File: config.mk
export PLATFORM = sky130hd
export DESIGN_NAME = sla_lerp
export DESIGN_NICKNAME = d
export VERILOG_FILES = /design/src/rtl/sla_pkg.sv /design/src/rtl/sla_lerp.sv
export SDC_FILE = /design/constraint.sdc
export NUM_CORES = 2
export LEC_CHECK = 0
export BUFFER_PORTS_ARGS = -buffer_cell sky130_fd_sc_hd__clkbuf_2
export CAP_MARGIN = 20
export CORE_UTILIZATION = 35
export DETAILED_ROUTE_END_ITERATION = 7
export GPL_TIMING_DRIVEN = 0
export HOLD_SLACK_MARGIN = 0.02
export PLACE_DENSITY_LB_ADDON = 0.1
export RECOVER_POWER = 100
export SKIP_LAST_GASP = 1
export SYNTH_ARGS = -nofsm -noshare
export SYNTH_HDL_FRONTEND = slang
export SYNTH_SLANG_ARGS = --single-unit
File: constraint.sdc
create_clock -name i_clk -period 12.56 [get_ports i_clk]
set_input_delay 1.256 -clock i_clk [delete_from_list [all_inputs] [get_ports i_clk]]
set_output_delay 1.256 -clock i_clk [all_outputs]
set_load 0.02 [all_outputs]
File: src/rtl/sla_pkg.sv
// Shared constants, types and codes of the semi-Lagrangian advection block.
`default_nettype none
package sla_pkg;
    localparam int FRAC_BITS  = 16;
    localparam int AXIS_BITS  = 5;
    localparam int MAX_CELLS  = 30;
    localparam int VAL_W      = 32;
    localparam int STEP_W     = 31;
    localparam int POS_W      = AXIS_BITS + FRAC_BITS;
    localparam int HALF_BITS  = AXIS_BITS - 1;
    localparam int BANK_AW    = 3 * HALF_BITS;
    localparam int BANK_DEPTH = 1 << BANK_AW;
    localparam int NUM_BANKS  = 8;

    typedef enum logic [2:0] {
        REG_STEP_X = 3'd0,
        REG_STEP_Y = 3'd1,
        REG_STEP_Z = 3'd2,
        REG_SIZE_X = 3'd3,
        REG_SIZE_Y = 3'd4,
        REG_SIZE_Z = 3'd5
    } t_reg_idx;

    localparam logic CMD_WRITE  = 1'b0;
    localparam logic CMD_ADVECT = 1'b1;

    typedef struct packed {
        logic                 v;
        logic [AXIS_BITS-1:0] x;
        logic [AXIS_BITS-1:0] y;
        logic [AXIS_BITS-1:0] z;
    } t_meta;
endpackage
`default_nettype wire

File: src/rtl/sla_lerp.sv
// Two-stage linear interpolation a + trunc(t * (b - a)).
`default_nettype none
module sla_lerp
    import sla_pkg::*;
(
    input  wire logic                    i_clk,
    input  wire logic                    i_en,
    input  wire logic signed [VAL_W-1:0] i_a,
    input  wire logic signed [VAL_W-1:0] i_b,
    input  wire logic [FRAC_BITS-1:0]    i_t,
    output logic signed      [VAL_W-1:0] o_y
);
    localparam int DIFF_W = VAL_W + 1;
    localparam int PROD_W = DIFF_W + FRAC_BITS + 1;

    logic signed [DIFF_W-1:0] diff;
    logic signed [PROD_W-1:0] n_prod;
    logic signed [PROD_W-1:0] r_prod;
    logic signed [VAL_W-1:0]  r_a;
    logic signed [PROD_W-1:0] biased;
    logic signed [PROD_W-1:0] shifted;
    logic signed [VAL_W+1:0]  sum;

    always_comb begin
        diff   = DIFF_W'(i_b) - DIFF_W'(i_a);
        n_prod = PROD_W'(diff) * $signed(PROD_W'({1'b0, i_t}));
    end

    // bias negative products so the shift truncates toward zero
    always_comb begin
        biased  = r_prod[PROD_W-1]
                  ? r_prod + PROD_W'((1 << FRAC_BITS) - 1) : r_prod;
        shifted = biased >>> FRAC_BITS;
        sum     = (VAL_W+2)'(r_a) + shifted[VAL_W+1:0];
    end

    always_ff @(posedge i_clk) begin
        if (i_en) begin
            r_prod <= n_prod;
            r_a    <= i_a;
            o_y    <= sum[VAL_W-1:0];
        end
    end
endmodule
`default_nettype wire

Word-level counts from Yosys, hierarchy flattened
Cells that the tools add are included.

Flip-flop bits (word level): 114. Input bits: 82. Output and inout port bits: 32.

Add/subtract/negate cells: 3. Multiply operators: 1. Multiplexer cells: 1.

Operators by type and width (number): 33-bit by 17-bit multiplier with 50-bit output (1); 48-bit by 17-bit adder with 48-bit output, second input constant (1); 48-bit 2-to-1 mux (1); 32-bit by 32-bit subtractor with 33-bit output (1); 32-bit adder (1).

Depth between registers and ports, before layout
Depth after elaboration: 3. Gate-level depth with buffers: 35. Gate-level depth less buffers: 35.

Least setup slack after synthesis
OpenSTA, ideal clock, no wires.

Path kind: input to register. From: input port i_b[0]. To: register r_prod[45], data pin. Setup time: 0.269 ns. Arrival time: 9.030 ns. Required time: 12.291 ns. Path slack: 3.261 ns. Cell stages on the path: 33. Cells stage by stage: inv_1 ha_1 inv_1 fa_1 a211o_1 a2111oi_2 o21bai_2 o21ai_2 nand2_1 a311o_1 a311oi_2 xnor2_1 buf_2 nand2_1 fa_1 fa_1 fa_1 inv_1 fa_1 fa_1 inv_1 fa_1 inv_1 ha_1 and3_1 nand2_1 nor2_1 a211o_1 a22o_1 nor2b_1 o31a_1 o31ai_1 xor2_1.

Cells in the longest elaborated chain, start to end: 2.

Ends and longest elaborated chain: start: declaration (line sla_lerp.sv:9) `input wire logic signed [VAL_W-1:0] i_b,`; 32-bit by 32-bit subtractor with 33-bit output (line sla_lerp.sv:25) `diff = DIFF_W'(i_b) - DIFF_W'(i_a);`; 33-bit by 17-bit multiplier with 50-bit output (line sla_lerp.sv:26) `n_prod = PROD_W'(diff) * $signed(PROD_W'({1'b0, i_t}));`; net n_prod[45] (line sla_lerp.sv:17) `logic signed [PROD_W-1:0] n_prod;`; end signal: assignment (line sla_lerp.sv:39) `r_prod <= n_prod;`; end: declaration (line sla_lerp.sv:18) `logic signed [PROD_W-1:0] r_prod;`.

The timed path passes the listed nets, and every way through them passes these cells. A chain may end at the register's enable or synchronous reset.

Final worst setup path
From: input port i_a[0]. To: register r_prod[44], data pin.

Cells in the longest elaborated chain, start to end: 2.

Ends and longest elaborated chain: start: declaration (line sla_lerp.sv:8) `input wire logic signed [VAL_W-1:0] i_a,`; 32-bit by 32-bit subtractor with 33-bit output (line sla_lerp.sv:25); 33-bit by 17-bit multiplier with 50-bit output (line sla_lerp.sv:26); net n_prod[44] (line sla_lerp.sv:17).

The timed path passes the listed nets, and every way through them passes these cells.

==> results.sh <==
export IMPL_antenna_found_initial=4
export IMPL_final_setup_viol_count=0
export IMPL_wl_met1_um=36200
export IMPL_critPathMostFrequentCell="fa_1"
export IMPL_core_area_um2=71700
export IMPL_gp_congestion=0.907
export IMPL_drive_gt1_share_pct=3.16
export IMPL_met3WireLength_um=3960
export IMPL_grt_pass1_wl_um=121000
export IMPL_async_reset_ff_share_pct=0
export IMPL_post_dp_hpwl_um=67000
export IMPL_status="finished, violations left"
export IMPL_drt_pass1_iter_count=4
export IMPL_hold_viol_final=0
export IMPL_drv_cap=1
export IMPL_layout_common_cells="inv_1, fa_1, nand2_1, and2_1, ha_1"
export IMPL_worst_path_buf_inv=6
export IMPL_rsz0062_at_grt="no"
export IMPL_portBuffers=111
export IMPL_fin_crit_sh_pct=90.8
export IMPL_synth_cells=2759
export IMPL_synth_seq_cells=113
export IMPL_drt_iter0_drc=1042
export IMPL_yosys_warnings=0
export IMPL_highest_layer="met5"
export IMPL_cts_resized=0
export IMPL_clock_latency_ns=0.42
export IMPL_tns_ns=0
export IMPL_grt_max_degree=92
export IMPL_die_h_um=272
export IMPL_syn_area_per_cell_um2=9.23
export IMPL_critPathArrivalTime_ns=11.56
export IMPL_cts_tree="built"
export IMPL_synthFlopType="edfxtp_1"
export IMPL_max_slew_margin_rel_pct=-235
export IMPL_max_clock_freq_mhz=87.7
export IMPL_place_area_um2=27300
export IMPL_drc=0
export IMPL_final_common_cell="inv_1"
export IMPL_detail_route_wl_per_cell_um=20.2
export IMPL_fin_nets=3665
export IMPL_max_stage_delay_ns=0.71
export IMPL_cts_sinks=113
export IMPL_synth_nets=3528
export IMPL_ant_nets=0
export IMPL_clock_skew_ns=0.0119
export IMPL_violations="max-capacitance violations, max-slew violations"
export IMPL_endpoint_kind="flop"
export IMPL_num_fill_cells=7357
export IMPL_hold_path_class="flop to flop"
export IMPL_vias=18745
export IMPL_overflow=0
export IMPL_die_area_um2=73800
export IMPL_wl_um=77900
export IMPL_clockBufferDepth=2
export IMPL_cts_buffers=17
export IMPL_hold_buffers=0
export IMPL_cp_required_ns=12.72
export IMPL_path_max_fanout=10
export IMPL_netlist_area_um2=25500
export IMPL_worst_pin_slew_ns=5.03
export IMPL_die_x_um=272
export IMPL_clock_root_buffer="clkbuf_16"
export IMPL_cp_start_kind="primary input"
export IMPL_grt_pass1_vias=20352
export IMPL_whs_ns=0.555
export IMPL_synth_distinct_cells=54
export IMPL_area_growth_pct=8.85
export IMPL_grt_usage_pct=21.8
export IMPL_min_period_ns=11.40
export IMPL_postLayoutCellArea_um2=27700
export IMPL_route_met2_wl_um=36700
export IMPL_synth_edff_count=113
export IMPL_htreeDepth=4
export IMPL_initial_core_util_pct=35.5
export IMPL_yosysSeqAreaShare_pct=13.3
export IMPL_worst_path_max_delay_cell="xor2_1"
export IMPL_path_clk_slew_ns=0.06
export IMPL_ios=114
export IMPL_via_per_inst=4.86
export IMPL_crit_family="adder cells"
export IMPL_crit_type="primary input to flop"
export IMPL_post_cts_buffers=0
export IMPL_fp_row_count=98
export IMPL_drv_slew=92
## state kept, by name, summed over array words and instances, names as in the netlist
register	count
o_y	32
r_prod	49
r_a	32
## cells in the mapped netlist, types with 3 or more instances
master	n	share of area [%]
inv_1	632	9.3
fa_1	505	40
nand2_1	399	5.9
and2_1	194	4.8
ha_1	182	8.9
edfxtp_1	113	13
xnor2_1	98	3.4
a21oi_1	97	1.9
clkbuf_1	89	1.3
nor2_1	72	1.1
a21o_1	57	1.7
o21ai_0	40	0.79
xor2_1	39	1.3
nor2b_1	28	0.69
nand3_1	23	0.45
and3_1	19	0.47
o21a_1	15	0.44
nand2b_1	14	0.34
nand4_1	14	0.34
o21bai_1	14	0.41
a211oi_1	13	0.38
nor3_1	13	0.26
a31oi_1	10	0.25
a211o_1	7	0.24
o31ai_1	7	0.21
nor4_1	6	0.15
o211ai_1	5	0.15
and4_1	4	0.14
o41ai_1	4	0.14
a21boi_0	3	0.088
a221oi_1	3	0.10
a311o_1	3	0.12
a311oi_1	3	0.10
a311oi_2	3	0.18
a31o_2	3	0.10
buf_2	3	0.059
or2_2	3	0.074
## metrics by stage
step | worst slack [ns] | std cells | utilization (%)
after detailed placement | 0.934 | 3824 | 38.0
after CTS | 1.37 | 3856 | 38.8
after global placement | 0.928 | 3820 | 37.9
after floorplan | 3.26 | 2759 | -
final | 1.16 | 3860 | 38.6
after global routing | 0.651 | 3859 | 38.6
## worst paths after layout
check                                           from                   end  slack (ns)  cells after the start
worst max register to register  r_prod[49]$_DFFE_PP_     o_y[31]$_DFFE_PP_        7.45                     18
worst max-delay path                          i_a[0]  r_prod[44]$_DFFE_PP_        1.16                     32
worst min-delay path                r_a[0]$_DFFE_PP_      o_y[0]$_DFFE_PP_        0.56                      1
worst min register to register      r_a[0]$_DFFE_PP_      o_y[0]$_DFFE_PP_        0.56                      1
## kinds of logic after synthesis
group / synth area share [%]
AO/OA/AOI/OAI: 7.82
AND/OR/NAND/NOR: 14.8
adder cells (fa/ha/maj): 48.6
buffers and inverters: 10.7
flip-flops: 13.3
XOR/XNOR: 4.71
## layout make-up
type,instances,area [um^2],area share [%]
multi-input combinational,1922,19300,69.7
antenna,1,2.50,0.00903
tap,950,1190,4.29
buffer,92,349,1.26
clock inverter,12,118,0.424
clock buffer,20,437,1.58
sequential,113,3390,12.2
timing repair buffer,118,528,1.90
inverter,632,2370,8.56
## layer usage
layer	track usage, %	vias to the layer above
met5	0	-
met4	4.08	4
met3	2.92	47
met2	36.1	448
met1	30.4	9549
li1	-	8697
Power is left out: the tool's default activity adds up to more than one toggle a clock period on the data nets, which glitch-free logic cannot reach.
